<file path="config.mk">
export PLATFORM = sky130hd
export DESIGN_NAME = rpdq_mac
export DESIGN_NICKNAME = d
export VERILOG_FILES = /design/src/hdl/rpdq_pkg.sv /design/src/hdl/rpdq_mac.sv
export SDC_FILE = /design/constraint.sdc
export NUM_CORES = 2
export LEC_CHECK = 0
export BUFFER_PORTS_ARGS = -buffer_cell sky130_fd_sc_hd__buf_2
export CAP_MARGIN = 5
export CORE_ASPECT_RATIO = 1.25
export CORE_UTILIZATION = 55
export DETAILED_ROUTE_END_ITERATION = 8
export GPL_TIMING_DRIVEN = 0
export PLACE_DENSITY = 0.72
export SETUP_SLACK_MARGIN = 0.02
export SLEW_MARGIN = 20
export SYNTH_ARGS = -nofsm -noshare
export SYNTH_HDL_FRONTEND = slang
export SYNTH_SLANG_ARGS = --single-unit
</file>
<file path="constraint.sdc">
create_clock -name clk_i -period 4.4 [get_ports clk_i]
set_clock_uncertainty 0.2 [all_clocks]
set_input_delay 0.66 -clock clk_i [delete_from_list [all_inputs] [get_ports clk_i]]
set_output_delay 0.66 -clock clk_i [all_outputs]
set_load 0.01 [all_outputs]
</file>
<file path="src/hdl/rpdq_pkg.sv">
// Shared widths, types and group decode for the relative pose delta unit.
package rpdq_pkg;

  localparam int WordW  = 32;               // every stream field
  localparam int NumIn  = 12;               // fields of one input pose
  localparam int FracW  = 30;               // Q1.30 fraction bits
  localparam int OpW    = WordW + 1;        // multiplier operand, holds a translation difference
  localparam int AccW   = 2 * OpW;          // product and accumulator
  localparam int DW     = 37;               // one entry of the delta rotation
  localparam int VW     = 39;               // raw quaternion component
  localparam int MagW   = 31;               // scaled magnitude, below 2^31
  localparam int SqW    = 64;               // sum of squares
  localparam int RootW  = 32;               // quaternion norm
  localparam int QuoW   = 31;               // normalised component, at most 2^30

  typedef logic [3:0] tag_t;

  // Accumulator tags: groups 0..8 are delta rotation entries, 9..11 delta translation.
  localparam tag_t TagRotLast   = 4'd8;
  localparam tag_t TagTransBase = 4'd9;
  localparam tag_t TagLastGroup = 4'd11;
  localparam tag_t TagSumSq     = 4'd12;

  typedef struct packed {
    logic valid;
    logic first;
    logic last;
    logic rnd;
    tag_t tag;
  } mac_op_t;

  typedef struct packed {
    logic valid;
    tag_t tag;
  } mac_res_t;

  typedef struct packed {
    logic [1:0] row;
    logic [1:0] col;
    logic       trans;
  } grp_sel_t;

  // Decode a group into the previous-rotation column and the current operand.
  function automatic grp_sel_t grp_sel(input tag_t g);
    grp_sel_t s;
    s = '0;
    case (g)
      4'd0:  begin s.row = 2'd0; s.col = 2'd0; end
      4'd1:  begin s.row = 2'd0; s.col = 2'd1; end
      4'd2:  begin s.row = 2'd0; s.col = 2'd2; end
      4'd3:  begin s.row = 2'd1; s.col = 2'd0; end
      4'd4:  begin s.row = 2'd1; s.col = 2'd1; end
      4'd5:  begin s.row = 2'd1; s.col = 2'd2; end
      4'd6:  begin s.row = 2'd2; s.col = 2'd0; end
      4'd7:  begin s.row = 2'd2; s.col = 2'd1; end
      4'd8:  begin s.row = 2'd2; s.col = 2'd2; end
      4'd9:  begin s.row = 2'd0; s.trans = 1'b1; end
      4'd10: begin s.row = 2'd1; s.trans = 1'b1; end
      4'd11: begin s.row = 2'd2; s.trans = 1'b1; end
      default: s = '0;
    endcase
    return s;
  endfunction

endpackage

</file>
<file path="src/hdl/rpdq_mac.sv">
// Shared registered multiplier with rounding accumulator.
module rpdq_mac (
  input  logic                                clk_i,
  input  logic                                rst_ni,
  input  rpdq_pkg::mac_op_t                   op_i,
  input  logic signed [rpdq_pkg::OpW-1:0]     a_i,
  input  logic signed [rpdq_pkg::OpW-1:0]     b_i,
  output rpdq_pkg::mac_res_t                  res_o,
  output logic signed [rpdq_pkg::AccW-1:0]    acc_o
);
  import rpdq_pkg::*;

  localparam logic signed [AccW-1:0] Half = AccW'(1) <<< (FracW - 1);

  mac_op_t                 op_q;
  mac_res_t                res_q;
  logic signed [AccW-1:0]  prod_q;
  logic signed [AccW-1:0]  term;
  logic signed [AccW-1:0]  acc_d, acc_q;

  always_comb begin
    term  = op_q.rnd ? ((prod_q + Half) >>> FracW) : prod_q;
    acc_d = (op_q.first ? '0 : acc_q) + term;
  end

  always_ff @(posedge clk_i or negedge rst_ni) begin
    if (!rst_ni) begin
      op_q  <= '0;
      res_q <= '0;
    end else begin
      op_q      <= op_i;
      res_q.valid <= op_q.valid & op_q.last;
      res_q.tag <= op_q.tag;
    end
  end

  always_ff @(posedge clk_i) begin
    prod_q <= a_i * b_i;
    if (op_q.valid) begin
      acc_q <= acc_d;
    end
  end

  assign res_o = res_q;
  assign acc_o = acc_q;

endmodule

</file>
==> results by group <==
Layout
  – Nets: 7081
  – Finished Cell Area: between 0.05 and 0.06 mm^2
  – Most frequent cells in the layout: 1101 x inv_1, 1080 x fa_1, 618 x nand2_1, 500 x and2_1, 223 x ha_1
  – Commonest non-fill, non-tap cell in the layout: inv_1
  – Layout area overhead: 20.7%
  – Layout cells sized above 1: 0.190

Clocking
  – TritonCTS Buffers: 17
  – H-tree levels: 4
  – Clk sinks: 145
  – Clk_lat worst skew: 0.45 ns
  – CTS Root Cell: clkbuf_16
  – CTS tree: yes
  – Max clock buf depth: 2
  – Clock transition at path regs: approximately 0.060 ns

Yosys
  – Largest cells by area after synthesis: fa_1 48%, inv_1 9.2%, ha_1 7.4%, and2_1 7.1%, nand2_1 5.0%
  – Ys async rst share: 0.0897
  – Yosys top cell by area: fa_1
  – Post-synthesis cell area: around 0.048 mm^2
  – Top FF cell, synth: edfxtp_1
  – Yosys reg bits: 145
  – Warnings, synthesis: 0
  – EDFF count, synth: 66
  – Synth cell types: just under 80
  – Net Count, Synth: between 6000 and 7000
  – Seq/Total Area, Yosys: 0.0759
  – Syn_area_per_cell: slightly above 9 um^2
  – Share of the synthesized area in the top cell type: 0.480
  – Synth Instances: between 5000 and 6000

Routing
  – DRT Wirelength: roughly 190000 um
  – Drt initial violations: 3881
  – DRC Markers: 0
  – Final ANT Viol Nets: 0
  – Via/cell ratio: between 5 and 6
  – WL/cell: around 28 um
  – First drt pass iteration count: 9
  – DR vias: about 40000

Placed design
  – DP Wirelength: approximately 150000 um
  – DP Area: a little over 0.05 mm^2
  – # port buffers: between 100 and 150
  – Routability cong.: roughly 1.1

Floorplan
  – Num ports: 147
  – Die width: 266 um
  – Row Count: between 100 and 150
  – Die ar.: 0.0882 mm^2
  – Initial Util: 0.557
  – CORE AREA: about 0.086 mm^2
  – Die height: approximately 330 um

Critical path
  – Crit path DAT: 8.10 ns
  – Most frequent cell on the critical path: fa_1
  – Crit Path Max Fanout: 10
  – Internal reg-to-reg setup slack: -0.75 ns
  – CP required: between 4 and 5 ns
  – R2R depth: 21
  – R2r startpoint: prod_q[36]
  – CP top delay family: adder cells
  – CP Launch Type: input pin
  – Worst R2R End: acc_o[65]
  – Worst Path Buf+Inv: 7
  – CP endpoint kind: flip-flop
  – WS Path Type: in -> reg
  – Slowest stage delay, CP: 0.64 ns
  – Slowest library cell on the worst path: fa_2

Global route
  – First-pass GRT wire length: about 270000 um
  – Antenna violations before repair: 25
  – Largest net degree at the start of global routing: between 40 and 50
  – Total GRT Usage: 0.438
  – Vias in the first global route: roughly 42000
  – Grt ovf: 0

STA
  – Slew Viols, Final: 0
  – Final-report hold violation count: 0
  – RSZ-0062 raised after global routing: true
  – Slew HR: 0.340
  – Setup WS post-layout: -3.53 ns
  – Maximum clock frequency: ~130 MHz
  – Final setup vio count: 79
  – Fin crit share: 1.80
  – Fin crit period: slightly below 8 ns
  – Setup TNS: -160.24 ns
  – Slew at the pin closest to its max-slew limit: 0.990 ns

Min path
  – HP Class: in -> reg
  – HP Start: op_i[0]
  – Hold path cells: 1
  – Hold Path End: op_q[0]

Run
  – Number of max-cap violations: 0

Outcome
  – Outcome: finished with violations
  – Violated checks: setup timing
-- through the flow --
step                utilization  worst slack, ns  instances  hold slack [ns]
global route              0.672            -3.62       6755            0.109
global placement          0.594            -5.39       6501            0.138
floorplan                     -            -3.54       5196            0.131
finish                    0.672            -3.53       6762            0.122
CTS                       0.654            -3.39       6675            0.104
detailed placement        0.595            -5.48       6502            0.140
-- area by class of cell --
class	count	area, um^2
inverters	1176	4440
well taps	1159	1450
flip-flops and latches	145	3650
multi-input cells	3624	40900
fillers	6823	28200
clock inverters	9	67.6
repair buffers	368	3100
plain buffers	244	3530
diodes	14	35.0
clock buffers	23	512
-- cells by family after synthesis --
logic type	Yosys count	synth area share
simple gates	1530	0.160
fa+ha+maj	1429	0.554
compound gates	496	0.0668
buf+inv	1427	0.112
xor+xnor	167	0.0306
mux	2	0.000445
flops	145	0.0759
-- layer usage --
layer | track usage | up-vias | share of wire | wire, um
met5 | 0.0127 | - | 0.0011 | 208
met4 | 0.354 | 16 | 0.11 | 21100
met3 | 0.169 | 1070 | 0.13 | 24500
met2 | 0.664 | 2878 | 0.43 | 82700
met1 | 0.489 | 20200 | 0.33 | 62900
li1 | - | 16200 | - | -
-- state kept, by name, indices dropped and copies added, names as in the netlist --
name and cells:
res_o 5, acc_o 66, op_q 8, prod_q 66
-- worst max path at each step --
stage,cells after the start,start,slack [ns],end
final,26,b_i[20],-3.53,prod_q[64]
after global routing,27,a_i[22],-3.62,prod_q[52]
after CTS,30,a_i[32],-3.39,prod_q[62]
after detailed placement,26,b_i[10],-5.48,prod_q[62]
after global placement,26,b_i[10],-5.39,prod_q[63]
after floorplan,27,b_i[1],-3.54,prod_q[65]
-- synthesized netlist by cell type, drive strengths merged, types with 17 or more instances --
cell type  instances
and3              28
edfxtp            66
and2             542
nand3             37
dfxtp             66
fa              1146
o21bai            18
xnor2             94
a211oi            17
inv             1176
nor2             122
a21oi            176
a21o              68
xor2              73
nand2b            17
o21a              43
nand4             26
nor3              17
clkbuf           237
nand2            637
nor2b             80
o21ai             90
ha               283
-- worst reg2reg max path, stage by stage, from the launching register on --
cell	delay [ns]
dfxtp_2	0.40
nand3_1	0.11
nor2_2	0.17
and4_1	0.20
clkbuf_2	0.16
and4_4	0.27
nor2b_4	0.17
nor2b_4	0.20
nand3_1	0.12
xor2_1	0.19
a21oi_1	0.12
ha_2	0.41
and3_1	0.23
nand4_1	0.22
nor3_4	0.30
o31ai_2	0.16
nor4b_4	0.18
o31a_4	0.33
o31ai_4	0.26
a21oi_2	0.10
or3_1	0.38
nand2_1	0.12
-- repair_timing --
action                                 4_1_cts  5_1_grt
gates resized for setup                    786      267
setup endpoints to repair                  103       94
endpoints found under the hold margin       13        0
gates cloned                                 2        2
buffers inserted                           141       77
pin swaps                                  129      155
hold buffers                                 1        0
Power is not shown: default switching activity piles up to over one toggle a cycle in this logic, so the estimate is an artifact.
