[src/hdl/rpdq_pkg.sv]
// Shared widths, types and group decode for the relative pose delta unit.
package rpdq_pkg;

  localparam int WordW  = 32;               // every stream field
  localparam int NumIn  = 12;               // fields of one input pose
  localparam int FracW  = 30;               // Q1.30 fraction bits
  localparam int OpW    = WordW + 1;        // multiplier operand, holds a translation difference
  localparam int AccW   = 2 * OpW;          // product and accumulator
  localparam int DW     = 37;               // one entry of the delta rotation
  localparam int VW     = 39;               // raw quaternion component
  localparam int MagW   = 31;               // scaled magnitude, below 2^31
  localparam int SqW    = 64;               // sum of squares
  localparam int RootW  = 32;               // quaternion norm
  localparam int QuoW   = 31;               // normalised component, at most 2^30

  typedef logic [3:0] tag_t;

  // Accumulator tags: groups 0..8 are delta rotation entries, 9..11 delta translation.
  localparam tag_t TagRotLast   = 4'd8;
  localparam tag_t TagTransBase = 4'd9;
  localparam tag_t TagLastGroup = 4'd11;
  localparam tag_t TagSumSq     = 4'd12;

  typedef struct packed {
    logic valid;
    logic first;
    logic last;
    logic rnd;
    tag_t tag;
  } mac_op_t;

  typedef struct packed {
    logic valid;
    tag_t tag;
  } mac_res_t;

  typedef struct packed {
    logic [1:0] row;
    logic [1:0] col;
    logic       trans;
  } grp_sel_t;

  // Decode a group into the previous-rotation column and the current operand.
  function automatic grp_sel_t grp_sel(input tag_t g);
    grp_sel_t s;
    s = '0;
    case (g)
      4'd0:  begin s.row = 2'd0; s.col = 2'd0; end
      4'd1:  begin s.row = 2'd0; s.col = 2'd1; end
      4'd2:  begin s.row = 2'd0; s.col = 2'd2; end
      4'd3:  begin s.row = 2'd1; s.col = 2'd0; end
      4'd4:  begin s.row = 2'd1; s.col = 2'd1; end
      4'd5:  begin s.row = 2'd1; s.col = 2'd2; end
      4'd6:  begin s.row = 2'd2; s.col = 2'd0; end
      4'd7:  begin s.row = 2'd2; s.col = 2'd1; end
      4'd8:  begin s.row = 2'd2; s.col = 2'd2; end
      4'd9:  begin s.row = 2'd0; s.trans = 1'b1; end
      4'd10: begin s.row = 2'd1; s.trans = 1'b1; end
      4'd11: begin s.row = 2'd2; s.trans = 1'b1; end
      default: s = '0;
    endcase
    return s;
  endfunction

endpackage

[src/hdl/rpdq_div.sv]
// Restoring divider for round(mag * 2^30 / n), one quotient bit per cycle.
module rpdq_div (
  input  logic                          clk_i,
  input  logic                          rst_ni,
  input  logic                          start_i,
  input  logic [rpdq_pkg::MagW-1:0]     mag_i,
  input  logic [rpdq_pkg::RootW-1:0]    den_i,
  output logic                          done_o,
  output logic [rpdq_pkg::QuoW-1:0]     quo_o
);
  import rpdq_pkg::*;

  localparam int NumW = MagW + FracW + 1;

  logic              busy_q, done_q;
  logic [4:0]        cnt_q;
  logic [NumW-1:0]   num;
  logic [RootW-1:0]  den_q, rem_q;
  logic [QuoW-1:0]   low_q, quo_q;
  logic [RootW:0]    rem2;
  logic              fit;

  // Numerator carries the half-divisor for round half up.
  assign num  = {1'b0, mag_i, FracW'(0)} + NumW'(den_i >> 1);
  assign rem2 = {rem_q, low_q[QuoW-1]};
  assign fit  = rem2 >= {1'b0, den_q};

  always_ff @(posedge clk_i or negedge rst_ni) begin
    if (!rst_ni) begin
      busy_q <= 1'b0;
      done_q <= 1'b0;
      cnt_q  <= '0;
    end else begin
      done_q <= 1'b0;
      if (start_i) begin
        busy_q <= 1'b1;
        cnt_q  <= 5'(QuoW - 1);
      end else if (busy_q) begin
        cnt_q <= cnt_q - 5'd1;
        if (cnt_q == '0) begin
          busy_q <= 1'b0;
          done_q <= 1'b1;
        end
      end
    end
  end

  always_ff @(posedge clk_i) begin
    if (start_i) begin
      den_q <= den_i;
      rem_q <= RootW'(num[NumW-1:QuoW]);
      low_q <= num[QuoW-1:0];
      quo_q <= '0;
    end else if (busy_q) begin
      rem_q <= fit ? RootW'(rem2 - {1'b0, den_q}) : rem2[RootW-1:0];
      low_q <= low_q << 1;
      quo_q <= {quo_q[QuoW-2:0], fit};
    end
  end

  assign done_o = done_q;
  assign quo_o  = quo_q;

endmodule

[config.mk]
export PLATFORM = sky130hd
export DESIGN_NAME = rpdq_div
export DESIGN_NICKNAME = d
export VERILOG_FILES = /design/src/hdl/rpdq_pkg.sv /design/src/hdl/rpdq_div.sv
export SDC_FILE = /design/constraint.sdc
export NUM_CORES = 1
export LEC_CHECK = 0
export BUFFER_PORTS_ARGS = -buffer_cell sky130_fd_sc_hd__buf_4
export CAP_MARGIN = 15
export CORE_MARGIN = 4
export CORE_UTILIZATION = 45
export DETAILED_ROUTE_END_ITERATION = 8
export PLACE_DENSITY = 0.71
export SYNTH_ARGS = -nofsm -noshare
export SYNTH_HDL_FRONTEND = slang
export SYNTH_SLANG_ARGS = --single-unit
[constraint.sdc]
create_clock -name clk_i -period 4.1 [get_ports clk_i]
set_input_delay 0.41 -clock clk_i [delete_from_list [all_inputs] [get_ports clk_i]]
set_output_delay 0.41 -clock clk_i [all_outputs]
set_load 0.02 [all_outputs]
==> metrics <==
Clock Skew 0.01151 ns; worst setup margin 0.8995 ns; sequential area share after synthesis 45.57%; CTS max path bufs 2; Synth warnings 0; Worst EP required 4.39 ns; gr usage total 19.44%; number of antenna diodes 0; Critical path buffers and inverters 2; Initial DRC Count 522; H-tree lvl count 4; worst path cell trace inv_1 -> ha_1 -> inv_1 -> fa_1 -> a211oi_1 -> o211ai_1 -> a31oi_1 -> a31oi_1 -> a31oi_1 -> nor2b_1 -> nor4_1 -> a21o_1; max_cap viols 0; Worst path slowest cell fa_1; Site Rows 48; CP Data Arrival Time 3.49 ns; Cells after Synth 776; initial antenna violation count 0; CTS tree yes; Slew @ Worst Pin 0.7609 ns; Starting Density 46.00%; Switch Pwr 2.204 mW; syn nets 879; Post-CTS Hold Fix Bufs 1; # IOs 98; Pwr Density 612.8 nW/um2; Post-CTS Resized 0; Max IR drop VDD 0.0003254 V; DRC viols 0; Final Hold Fails 0; combinational power share 43.2%; Layout area overhead 18.51%; delay-heaviest family, CP compound AO/OA/AOI/OAI gates; fmax 0.3124 GHz; Post-Syn Area per Cell 10.29 um2; total grt overflow 0; DP HPWL 14.01 mm; max-slew violations 0; Antenna Nets Post-Route 0; post-route clock period utilization 78.06%; largest net degree at the start of global routing 86; Crit Path Max Fanout 4; clock share of power 25.0%; Die W 141.2 um; worst hold path type input port to register; 1st-pass router iterations 5; proportion of layout cells with a drive suffix above 1 21.09%; fin nets 967; vias in the first global route 5862; Port Buffer Count 97; Post-synth EDFFs 94; CP Launch Type register; run status finished clean; Synth cell types 68; DP Worst Slack 0.9710 ns; Int Power 3.594 mW; Rel. slew slack 48.74%; postcts setup bufs 0; switching share of power 38.01%; critical path endpoint category register; GP Congestion 0.8632; setup tns final 0 ns; Min Clock Period, post-route 3.201 ns; global-route wire length before repair 30.76 mm; Synth Cell Area 7984 um2; worst skew pair latency 0.42 ns; Synth Register Bits 133; Crit path largest cell delay 0.42 ns; P_leak 4.161 nW; RSZ-0062 raised after global routing no; Via density 5.520; CTS Buf Count 17; final setup violation count 0; core area 17360 um2; final wirelength 19.03 mm; DR WL/cell 17.27 um; WS Path Type register to register; Vias 6083; CTS root buf clkbuf_16; CTS sink cnt 133; CTS clk-pin slew, worst paths 0.06 ns; number of fill cells 1476; Async S/R FF share, synth 5.263%; die height 141.2 um; sequential power share 31.8%; most frequent CP cell a31oi_1; Most used DFF post-synth edfxtp_1; full die area 19940 um2
## power groups by stage
stage	Sequential, mW	Combinational [mW]	Clock [mW]
after floorplan	1.83	1.98	0
after global placement	1.86	2.43	0
after detailed placement	1.87	2.46	0
after CTS	1.84	2.47	1.48
after global routing	1.87	2.78	1.54
final	1.85	2.50	1.45
## stage by stage
| step | cell area (um2) | utilization (%) | power [mW] | cells | hold slack (ns) |
|---|---|---|---|---|---|
| floorplan | 7984 | - | 3.804 | 776 | 0.1144 |
| global placement | 8892 | 51.23 | 4.293 | 1069 | 0.2264 |
| detailed placement | 8892 | 51.23 | 4.326 | 1069 | 0.2248 |
| CTS | 9462 | 54.51 | 5.797 | 1102 | 0.1516 |
| global route | 9462 | 54.51 | 6.195 | 1102 | 0.1508 |
| finish | 9462 | 54.51 | 5.798 | 1102 | 0.1704 |
## synthesized netlist by cell type, drive strengths merged, types with 3 or more instances
cell    instances  share of area (%)
a211oi          8               0.81
a21o           15                1.4
a21oi          33                2.1
a22oi           4               0.44
a31oi          10               0.78
and2            4               0.31
and3           11               0.86
and4            7               0.77
buf            16                1.4
clkbuf         22                1.0
dfrtp           7                2.2
dfxtp          32                8.0
edfxtp         94                 35
ha             36                5.6
inv            45                2.1
mux2           32                4.5
mux2i          60                7.5
nand2          66                3.2
nand2b          3               0.24
nand3          28                1.8
nand4          12               0.94
nor2           69                3.2
nor2b           5               0.39
nor3           13               0.81
nor4            5               0.39
o211ai          5               0.47
o21a            4               0.38
o21ai          30                1.9
o21bai          6               0.56
o22ai           5               0.47
or2             4               0.31
or3             3               0.24
xnor2          37                4.1
xor2           17                1.9
## state kept, by name (all words and copies together) (netlist names)
name and cells:
quo_o 31, done_o 1, busy_q 1, rem_q 32, low_q 31, cnt_q 5
den_q 32
## layer usage
layer	vias to the layer above	routed length (um)	share of wire, %	global-route usage, %
met2	131	8818	46	29.50
met3	30	793	4.2	4.342
met1	2906	8933	47	27.25
met4	0	486	2.6	7.241
li1	3016	-	-	-
met5	-	0	0	0
## final cells by class
cell class              count  area, um2  area share (%)
multi-input cells         560       3981           42.08
clock inverters            15      133.9           1.415
clock buffers              17      425.4           4.496
flip-flops and latches    133       3640           38.47
inverters                  45      168.9           1.785
repair buffers            107      830.8           8.781
well taps                 225      281.5           2.975
## cells in the final DEF (no fill, tap or decap), types with 4 or more instances in the layout
cell type | Yosys | final
buf_4 | 0 | 104
edfxtp_1 | 94 | 94
nor2_1 | 69 | 69
nand2_1 | 64 | 63
mux2i_1 | 60 | 60
inv_1 | 45 | 45
xnor2_1 | 37 | 37
ha_1 | 36 | 36
a21oi_1 | 32 | 32
mux2_2 | 32 | 32
dfxtp_1 | 32 | 32
nand3_1 | 27 | 27
o21ai_0 | 21 | 21
xor2_1 | 17 | 17
clkbuf_16 | 0 | 17
a21o_1 | 15 | 15
nor3_1 | 13 | 13
nand4_1 | 12 | 12
and3_1 | 11 | 11
a31oi_1 | 10 | 10
o21ai_1 | 9 | 9
and4_1 | 7 | 7
a211oi_1 | 7 | 7
o21bai_1 | 6 | 6
inv_6 | 0 | 6
dfrtp_1 | 7 | 6
nor2b_1 | 5 | 5
nor4_1 | 5 | 5
o211ai_1 | 5 | 5
o21a_1 | 4 | 4
and2_1 | 4 | 4
o22ai_1 | 4 | 4
## cell families (layout without fill, tap and decap cells)
group / Yosys count / in the layout / share of synthesized area, %
AND/OR/NAND/NOR: 236 / 236 / 14.15
AO/OA/AOI/OAI: 141 / 141 / 11.83
flip-flops: 133 / 133 / 45.57
multiplexers: 92 / 92 / 12.04
buffers and inverters: 83 / 184 / 4.592
XOR/XNOR: 54 / 54 / 5.924
adder cells (fa/ha/maj): 37 / 37 / 5.892
## path summary, 6_finish.rpt
kind                            from        end  slack [ns]  cells past startpoint
setup / recovery           low_q[30]  rem_q[30]        0.90                     12
hold / removal             den_i[21]  den_q[21]        0.17                      1
setup reg to reg           low_q[30]  rem_q[30]        0.90                     12
hold reg to reg            quo_o[30]  quo_o[30]        0.51                      2
max in group asynchronous     rst_ni     busy_q        3.65                      2
min in group asynchronous     rst_ni   cnt_q[3]        0.32                      2
## worst register-to-register path, cell delays in order, from the launching register on
cell and delay (ns):
edfxtp_1 0.38, inv_1 0.07, ha_1 0.15, inv_1 0.06
fa_1 0.42, a211oi_1 0.39, o211ai_1 0.14, a31oi_1 0.41
a31oi_1 0.23, a31oi_1 0.31, nor2b_1 0.08, nor4_1 0.29
a21o_1 0.15
(Power assumes the default switching activity.)
