### src/hdl/rpdq_pkg.sv
// Shared widths, types and group decode for the relative pose delta unit.
package rpdq_pkg;

  localparam int WordW  = 32;               // every stream field
  localparam int NumIn  = 12;               // fields of one input pose
  localparam int FracW  = 30;               // Q1.30 fraction bits
  localparam int OpW    = WordW + 1;        // multiplier operand, holds a translation difference
  localparam int AccW   = 2 * OpW;          // product and accumulator
  localparam int DW     = 37;               // one entry of the delta rotation
  localparam int VW     = 39;               // raw quaternion component
  localparam int MagW   = 31;               // scaled magnitude, below 2^31
  localparam int SqW    = 64;               // sum of squares
  localparam int RootW  = 32;               // quaternion norm
  localparam int QuoW   = 31;               // normalised component, at most 2^30

  typedef logic [3:0] tag_t;

  // Accumulator tags: groups 0..8 are delta rotation entries, 9..11 delta translation.
  localparam tag_t TagRotLast   = 4'd8;
  localparam tag_t TagTransBase = 4'd9;
  localparam tag_t TagLastGroup = 4'd11;
  localparam tag_t TagSumSq     = 4'd12;

  typedef struct packed {
    logic valid;
    logic first;
    logic last;
    logic rnd;
    tag_t tag;
  } mac_op_t;

  typedef struct packed {
    logic valid;
    tag_t tag;
  } mac_res_t;

  typedef struct packed {
    logic [1:0] row;
    logic [1:0] col;
    logic       trans;
  } grp_sel_t;

  // Decode a group into the previous-rotation column and the current operand.
  function automatic grp_sel_t grp_sel(input tag_t g);
    grp_sel_t s;
    s = '0;
    case (g)
      4'd0:  begin s.row = 2'd0; s.col = 2'd0; end
      4'd1:  begin s.row = 2'd0; s.col = 2'd1; end
      4'd2:  begin s.row = 2'd0; s.col = 2'd2; end
      4'd3:  begin s.row = 2'd1; s.col = 2'd0; end
      4'd4:  begin s.row = 2'd1; s.col = 2'd1; end
      4'd5:  begin s.row = 2'd1; s.col = 2'd2; end
      4'd6:  begin s.row = 2'd2; s.col = 2'd0; end
      4'd7:  begin s.row = 2'd2; s.col = 2'd1; end
      4'd8:  begin s.row = 2'd2; s.col = 2'd2; end
      4'd9:  begin s.row = 2'd0; s.trans = 1'b1; end
      4'd10: begin s.row = 2'd1; s.trans = 1'b1; end
      4'd11: begin s.row = 2'd2; s.trans = 1'b1; end
      default: s = '0;
    endcase
    return s;
  endfunction

endpackage

### src/hdl/rpdq_isqrt.sv
// Digit-by-digit integer square root, one result bit per cycle.
module rpdq_isqrt (
  input  logic                          clk_i,
  input  logic                          rst_ni,
  input  logic                          start_i,
  input  logic [rpdq_pkg::SqW-1:0]      x_i,
  output logic                          done_o,
  output logic [rpdq_pkg::RootW-1:0]    root_o
);
  import rpdq_pkg::*;

  logic           busy_q, done_q;
  logic [SqW-1:0] x_q, r_q, bit_q;
  logic [SqW:0]   trial;

  assign trial = {1'b0, r_q} + {1'b0, bit_q};

  always_ff @(posedge clk_i or negedge rst_ni) begin
    if (!rst_ni) begin
      busy_q <= 1'b0;
      done_q <= 1'b0;
    end else begin
      done_q <= 1'b0;
      if (start_i) begin
        busy_q <= 1'b1;
      end else if (busy_q && bit_q[0]) begin
        busy_q <= 1'b0;
        done_q <= 1'b1;
      end
    end
  end

  always_ff @(posedge clk_i) begin
    if (start_i) begin
      x_q   <= x_i;
      r_q   <= '0;
      bit_q <= SqW'(1) << (SqW - 2);
    end else if (busy_q) begin
      if ({1'b0, x_q} >= trial) begin
        x_q <= x_q - trial[SqW-1:0];
        r_q <= (r_q >> 1) + bit_q;
      end else begin
        r_q <= r_q >> 1;
      end
      bit_q <= bit_q >> 2;
    end
  end

  assign done_o = done_q;
  assign root_o = r_q[RootW-1:0];

endmodule

### config.mk
export PLATFORM = sky130hd
export DESIGN_NAME = rpdq_isqrt
export DESIGN_NICKNAME = d
export VERILOG_FILES = /design/src/hdl/rpdq_pkg.sv /design/src/hdl/rpdq_isqrt.sv
export SDC_FILE = /design/constraint.sdc
export NUM_CORES = 1
export LEC_CHECK = 0
export ABC_AREA = 0
export BUFFER_PORTS_ARGS = -buffer_cell sky130_fd_sc_hd__buf_2
export CELL_PAD_IN_SITES_DETAIL_PLACEMENT = 0
export CELL_PAD_IN_SITES_GLOBAL_PLACEMENT = 1
export CORE_MARGIN = 4
export CORE_UTILIZATION = 51
export DETAILED_ROUTE_END_ITERATION = 10
export PLACE_DENSITY_LB_ADDON = 0.1
export SKIP_CTS_REPAIR_TIMING = 1
export SLEW_MARGIN = 0
export SYNTH_ARGS = -nofsm -noshare
export SYNTH_HDL_FRONTEND = slang
export SYNTH_SLANG_ARGS = --single-unit
export TNS_END_PERCENT = 5
### constraint.sdc
create_clock -name clk_i -period 15.7 [get_ports clk_i]
set_input_delay 1.57 -clock clk_i [delete_from_list [all_inputs] [get_ports clk_i]]
set_output_delay 1.57 -clock clk_i [all_outputs]
set_load 0.005 [all_outputs]
==> impl_metrics.py, run 1 <==
metrics = {
    "run_status": {
        "status": "finished clean",
    },
    "cts": {
        "htree_levels": 4,
        "cts_tree": "yes",
        "clock_sinks": 162,
        "cts_root_buf": "clkbuf_16",
        "clk_pin_slew_ns": 0.07,
        "cts-buffers-inserted": 17,
        "cts_buffer_depth": 2,
        "clkLatencyLatePin_ns": 0.45,
    },
    "floorplanning": {
        "io_pins": 100,
        "dieHeight_um": 179,
        "core_area_um2": 28900,
        "die-area_um2": 32200,
        "die_x_um": 179,
        "start_util_pct": 51.9,
        "rows": 62,
    },
    "critical_path": {
        "reg2reg_setup_slack_ns": 8.59,
        "worstSetupEndpoint": "x_q[61]",
        "worstPathArrival_ns": 7.17,
        "critPathLaunchType": "flop",
        "cp.depth": 24,
        "crit_path_cell_trace": "ha_1 > a31o_2 > a31oi_1 > o21ai_0 > a31oi_1 > o21bai_1 > a31oi_1 > o21bai_1 > a31oi_1 > nor2_1 > nor2_1 > xor2_1 > ha_1 > nand4_2 > or3_4 > nor2_2 > o31ai_2 > a2111oi_4 > nor3_2 > o41ai_4 > o211ai_4 > buf_4 > o21ai_4 > buf_4",
        "r2r.worst_path.cells": 24,
        "worstPathRequired_ns": 15.76,
        "endpoint_kind": "flop",
        "critPathLaunch": "r_q[2]",
        "worst-path-buf-inv": 2,
        "crit_path_frequent_cell": "a31oi_1",
        "path_max_fanout": 64,
        "rr_startpoint": "r_q[2]",
        "critical-path-top-delay-family": "compound AO/OA/AOI/OAI gates",
        "critPathKind": "flop to flop",
        "crit_path_top_delay_cell": "buf_4",
        "slowest_delay_ns": 0.77,
        "timing.rr.end": "x_q[61]",
    },
    "pwr": {
        "swShare_pct": 47.2,
        "switching_power_uw": 1310,
        "power_density_nw_per_um2": 173,
        "combPwrFrac_pct": 60.1,
        "ir_drop_mv": 0.115,
        "sequentialPowerShare_pct": 24.5,
        "leakage_uw": 0.00644,
        "p_clk_share_pct": 15.4,
        "finalPower_uw": 2770,
        "p_int_uw": 1460,
    },
    "layout": {
        "antenna_cells": 0,
        "area_growth_pct": 6.48,
        "fill_cells": 2774,
        "finalNonFillerCells": 2294,
        "final_util_pct": 55.3,
        "final_common_cell": "nand2_1",
        "final_layout_size_suffix_gt1_share_pct": 9.42,
        "final_cell_mix": "223 x nand2_1, 178 x nor2_1, 167 x o21ai_0, 130 x ha_1, 128 x a21oi_1",
        "nets": 2095,
    },
    "global_route": {
        "grt-ovfl-total": 0,
        "grt_pass1_wl_um": 70800,
        "antenna_found_initial": 1,
        "grt_use_total_pct": 26.5,
        "grt_pass1_vias": 13000,
        "grt_max_degree": 96,
    },
    "timing": {
        "finalSetupViolations": 0,
        "fin_ws_ns": 8.59,
        "slew_headroom_pct": 32.1,
        "tns_ns": 0,
        "fin_worst_skew_ns": 0.0133,
        "max_freq_mhz": 141,
        "hold_viol": 0,
        "min_period_over_period_pct": 45.3,
        "finalWorstPathRequiredPeriod_ns": 7.11,
        "rsz0062_at_grt": "false",
        "drv_slew": 0,
        "tightest_slew_ns": 1.02,
    },
    "detailed_routing": {
        "drt-total-wl_um": 43800,
        "num_vias": 13900,
        "drtAntennaViolNets": 0,
        "drc": 0,
        "first_iter_violations": 1063,
        "vias_per_cell": 6.07,
        "dr.pass1.iters": 5,
        "avgRoutedWirePerCell_um": 19.1,
    },
    "yosys": {
        "synth-async-reset-ratio_pct": 1.23,
        "ys_seq_area_share_pct": 26.0,
        "ys_warn_count": 0,
        "synth_ff_type": "dfxtp_1",
        "synth-edff-count": 64,
        "synth_area_per_cell_um2": 7.84,
        "synth_area_um2": 15000,
        "synth_cells": 1911,
        "syn_nets": 2109,
        "yosys_register_bits": 162,
        "synth_cell_types": 80,
    },
    "placed_design": {
        "placed_cells": 2262,
        "post-place-ws_ns": 8.61,
        "numPortBuffers": 99,
        "hpwl_um": 32800,
        "place_congestion": 0.947,
    },
    "run": {
        "cap_violations": 0,
    },
    "min_path": {
        "hold_path.class": "flop to flop",
    },
}
power groups by stage:
stage,sequential [µW],clock [µW],combinational [µW]
2_1_floorplan,662,0,1290
3_3_place_gp,685,0,1630
3_5_place_dp,683,0,1640
4_1_cts,678,435,1650
5_1_grt,691,451,1850
6_report,679,425,1660
synth_stat cells, drive strengths merged (24+ instances only):
| cell | n | area [µm²] |
|---|---|---|
| o21bai | 27 | 203 |
| a31oi | 52 | 325 |
| a311oi | 24 | 210 |
| a211oi | 36 | 275 |
| nand3 | 32 | 160 |
| inv | 30 | 113 |
| edfxtp | 64 | 1920 |
| o21a | 24 | 180 |
| o21ai | 172 | 861 |
| nand2 | 223 | 837 |
| ha | 130 | 1630 |
| nand4 | 43 | 275 |
| a21oi | 128 | 641 |
| mux2i | 37 | 370 |
| buf | 47 | 324 |
| clkbuf | 93 | 349 |
| a21o | 43 | 323 |
| xnor2 | 75 | 657 |
| dfxtp | 96 | 1920 |
| xor2 | 74 | 648 |
| nor2 | 179 | 674 |
| nor3 | 48 | 245 |
worst reg2reg max path, stage by stage, from the launching register on:
cell and delay (ns):
dfxtp_1 0.37, ha_1 0.38, a31o_2 0.20, a31oi_1 0.14, o21ai_0 0.56, a31oi_1 0.22, o21bai_1 0.22, a31oi_1 0.16
o21bai_1 0.33, a31oi_1 0.17, nor2_1 0.12, nor2_1 0.06, xor2_1 0.15, ha_1 0.46, nand4_2 0.15, or3_4 0.43
nor2_2 0.13, o31ai_2 0.14, a2111oi_4 0.41, nor3_2 0.16, o41ai_4 0.44, o211ai_4 0.11, buf_4 0.27, o21ai_4 0.16
buf_4 0.77
stage by stage:
stage / cell area (µm²) / hold slack, ns
2_1_floorplan: 15000 / 0.474
3_3_place_gp: 15400 / 0.501
3_5_place_dp: 15400 / 0.511
4_1_cts: 16000 / 0.520
6_report: 16000 / 0.521
5_1_grt: 16000 / 0.569
registers in the layout, summed over array words and instances (netlist names):
register	count
bit_q	32
x_q	64
done_o	1
r_q	64
busy_q	1
layout make-up:
cell class              count  area (µm²)  area share (%)
multi-input cells        1579       10300            64.7
flip-flops and latches    162        3900            24.4
repair buffers            107         562            3.52
well taps                 384         480            3.01
clock buffers              17         425            2.67
clock inverters            15         153           0.957
inverters                  30         113           0.706
cells by family (layout without fill, tap and decap cells):
family	after synthesis	count (layout)	share of synthesized area, %
simple gates	657	657	20.3
mux	44	44	3.00
compound gates	598	598	25.7
buf+inv	170	169	5.24
fa+ha+maj	131	131	11.0
xor+xnor	149	149	8.71
flops	162	162	26.0
worst min-delay path by stage:
stage / depth (start not counted) / slack [ns] / end / start
global route: 1 / 0.57 / busy_q / bit_q[0]
floorplan: 1 / 0.47 / busy_q / bit_q[0]
finish: 2 / 0.52 / r_q[0] / r_q[0]
CTS: 2 / 0.52 / r_q[0] / r_q[0]
global placement: 2 / 0.50 / r_q[0] / r_q[0]
detailed placement: 2 / 0.51 / r_q[0] / r_q[0]
per-layer routing:
layer | GRT usage [%] | share of wire (%) | vias up | routed length, µm
met1 | 38.7 | 48 | 6498 | 21200
met3 | 4.18 | 5.1 | 40 | 2230
li1 | - | - | 6998 | -
met2 | 41.3 | 44 | 378 | 19400
met5 | 0 | 0.030 | - | 13
met4 | 6.71 | 2.0 | 2 | 862
Power figures use the tool's default switching activity.
==> run 2, diff against run 1 <==
--- a/config.mk
+++ b/config.mk
@@ -5,12 +5,12 @@
 export SDC_FILE = /design/constraint.sdc
 export NUM_CORES = 1
 export LEC_CHECK = 0
-export ABC_AREA = 0
+export ABC_AREA = 1
 export BUFFER_PORTS_ARGS = -buffer_cell sky130_fd_sc_hd__buf_2
 export CELL_PAD_IN_SITES_DETAIL_PLACEMENT = 0
 export CELL_PAD_IN_SITES_GLOBAL_PLACEMENT = 1
 export CORE_MARGIN = 4
-export CORE_UTILIZATION = 51
+export CORE_UTILIZATION = 40
 export DETAILED_ROUTE_END_ITERATION = 10
 export PLACE_DENSITY_LB_ADDON = 0.1
 export SKIP_CTS_REPAIR_TIMING = 1
==> constraint.sdc (replaced) <==
create_clock -name clk_i -period 6.2 [get_ports clk_i]
set_input_delay 0.62 -clock clk_i [delete_from_list [all_inputs] [get_ports clk_i]]
set_output_delay 0.62 -clock clk_i [all_outputs]
set_load 0.005 [all_outputs]
==> impl_metrics.py, run 2 <==
metrics = {
    "yosys": {
        "yosysTopAreaCell": "nand2_1",
        "ys_seq_area_share_pct": 21.0,
        "syn_nets": 3287,
        "synth_area_leaders": "nand2_1 16%, dfxtp_1 10%, edfxtp_1 10%, ha_1 8.8%, inv_1 8.4%",
        "synth-edff-count": 64,
        "synth_ff_type": "dfxtp_1",
        "yosys_register_bits": 162,
        "synthMostInstantiatedCell": "nand2_1",
        "ys_top_cells_by_count": "784 x nand2_1, 414 x inv_1, 380 x nor2_1",
        "yosys.area.top_type_share_pct": 15.9,
        "synth-async-reset-ratio_pct": 1.23,
        "synth_cell_types": 51,
        "synth_area_per_cell_um2": 5.99,
        "ys_warn_count": 0,
        "synth_cells": 3089,
        "synth_area_um2": 18500,
    },
    "pwr": {
        "leakage_uw": 0.00869,
        "ir_drop_mv": 0.286,
        "power_density_nw_per_um2": 466,
    },
    "cts": {
        "clkLatencyLatePin_ns": 0.50,
        "clk_pin_slew_ns": 0.07,
        "clock_sinks": 162,
        "cts_buffer_depth": 2,
        "cts-buffers-inserted": 17,
        "htree_levels": 4,
        "cts_root_buf": "clkbuf_16",
        "cts_tree": "yes",
    },
    "detailed_routing": {
        "first_iter_violations": 1609,
        "drc": 0,
        "num_vias": 20400,
        "dr.pass1.iters": 5,
        "drt-total-wl_um": 74400,
        "drtAntennaViolNets": 0,
        "avgRoutedWirePerCell_um": 19.9,
        "vias_per_cell": 5.48,
    },
    "global_route": {
        "grt_pass1_wl_um": 114000,
        "use_met2_pct": 47.2,
        "grt-ovfl-total": 0,
        "antenna_found_initial": 0,
        "use_met1_pct": 40.6,
        "grt_use_total_pct": 29.3,
        "grt_max_degree": 87,
        "busiest_layer": "met2",
        "grt_pass1_vias": 19700,
        "use_met3_pct": 3.24,
    },
    "layout": {
        "final_layout_size_suffix_gt1_share_pct": 6.29,
        "final_common_cell": "nand2_1",
        "final_util_pct": 43.7,
        "area_growth_pct": 7.63,
        "reg.largest.list": "r_q: 64 flops, x_q: 64 flops, bit_q: 32 flops",
        "final_cell_mix": "783 x nand2_1, 413 x inv_1, 380 x nor2_1, 262 x nand3_1, 244 x a21oi_1",
        "antenna_cells": 0,
        "nets": 3316,
        "fin_area_um2": 19900,
    },
    "critical_path": {
        "worstPathRequired_ns": 6.55,
        "path_max_fanout": 64,
        "rr_startpoint": "r_q[28]",
        "worstPathArrival_ns": 6.03,
        "endpoint_kind": "flop",
        "reg2reg_setup_slack_ns": 0.52,
        "critPathKind": "flop to flop",
        "critPathLaunch": "r_q[28]",
        "critPathLaunchType": "flop",
    },
    "timing": {
        "max_freq_mhz": 176,
        "tightest_slew_ns": 1.05,
        "fin_worst_skew_ns": 0.0155,
        "rsz0062_at_grt": "false",
        "slew_headroom_pct": 29.8,
        "whs_ns": 0.383,
        "tns_ns": 0,
        "hold_viol": 0,
        "fin_ws_ns": 0.519,
        "finalWorstPathRequiredPeriod_ns": 5.68,
        "min_period_over_period_pct": 91.6,
        "drv_slew": 0,
        "finalSetupViolations": 0,
    },
    "floorplanning": {
        "io_pins": 100,
        "rows": 78,
        "core_area_um2": 45600,
        "die_x_um": 223,
        "start_util_pct": 40.6,
        "dieHeight_um": 223,
        "die-area_um2": 49800,
    },
    "min_path": {
        "hold_start": "x_i[22]",
        "hold_path.class": "primary input to flop",
    },
    "run": {
        "cap_violations": 0,
    },
    "placed_design": {
        "placed_area_um2": 19300,
        "hpwl_um": 60400,
        "numPortBuffers": 99,
        "post-place-ws_ns": 0.155,
        "place_congestion": 0.977,
    },
    "run_status": {
        "status": "finished clean",
    },
}
## run 2: cell type report
type                            instances  area [µm²]
Clock inverter                         14         155
Tap cell                              600         751
Fill cell                            5090       25700
Inverter                              417        1570
Sequential cell                       162        3890
Timing Repair Buffer                  117         652
Multi-Input combinational cell       2403       12500
Clock buffer                           18         429
## run 2: worst paths after layout
path	end	cells after the start
max in group asynchronous	busy_q	2
setup reg to reg	r_q[16]	24
min in group asynchronous	done_o	2
hold reg to reg	r_q[0]	2
setup / recovery	r_q[16]	24
hold / removal	x_q[22]	3
## run 2: power by group
part	leakage (µW)	internal (µW)	total, µW	switching, µW
clock network	0.000283	597	1140	538
registers	0.00147	1600	1980	383
logic	0.00693	2050	6180	4130
total	0.00869	4240	9290	5050
## run 2: layer usage
metal	vias up	share of wire, %
met3	109	4.5
met1	9595	47
met5	-	0
li1	10200	-
met4	0	3.6
met2	569	45
## run 2: kinds of logic after synthesis
kind of cell | after synthesis | share of synthesized area (%)
AO/OA/AOI/OAI | 588 | 17.4
XOR/XNOR | 126 | 5.96
adder cells (fa/ha/maj) | 131 | 8.89
buffers and inverters | 524 | 11.6
flip-flops | 162 | 21.0
AND/OR/NAND/NOR | 1558 | 35.1
## run 2: per-stage QoR
step	power (µW)	std cells
6_report	9290	3731
5_1_grt	10100	3731
4_1_cts	9220	3730
3_5_place_dp	8050	3698
3_3_place_gp	8010	3698
2_1_floorplan	6280	3089
## run 2: critical path, cell delays in order (launching register included)
cell	delay [ns]
dfxtp_1	0.58
ha_1	0.28
nand2_1	0.10
o21ai_0	0.45
nand2_1	0.16
o21ai_0	0.29
a31oi_1	0.16
nand3_1	0.23
nand2_1	0.08
o211ai_1	0.14
a21oi_1	0.14
xor2_1	0.19
ha_1	0.45
nand3_1	0.34
nor3_2	0.44
nand4_1	0.27
nand2_1	0.12
nand3_1	0.09
nand2_2	0.11
nor2_4	0.04
nand2_2	0.06
buf_6	0.43
nand2_1	0.12
nand3_1	0.10
a21oi_1	0.07
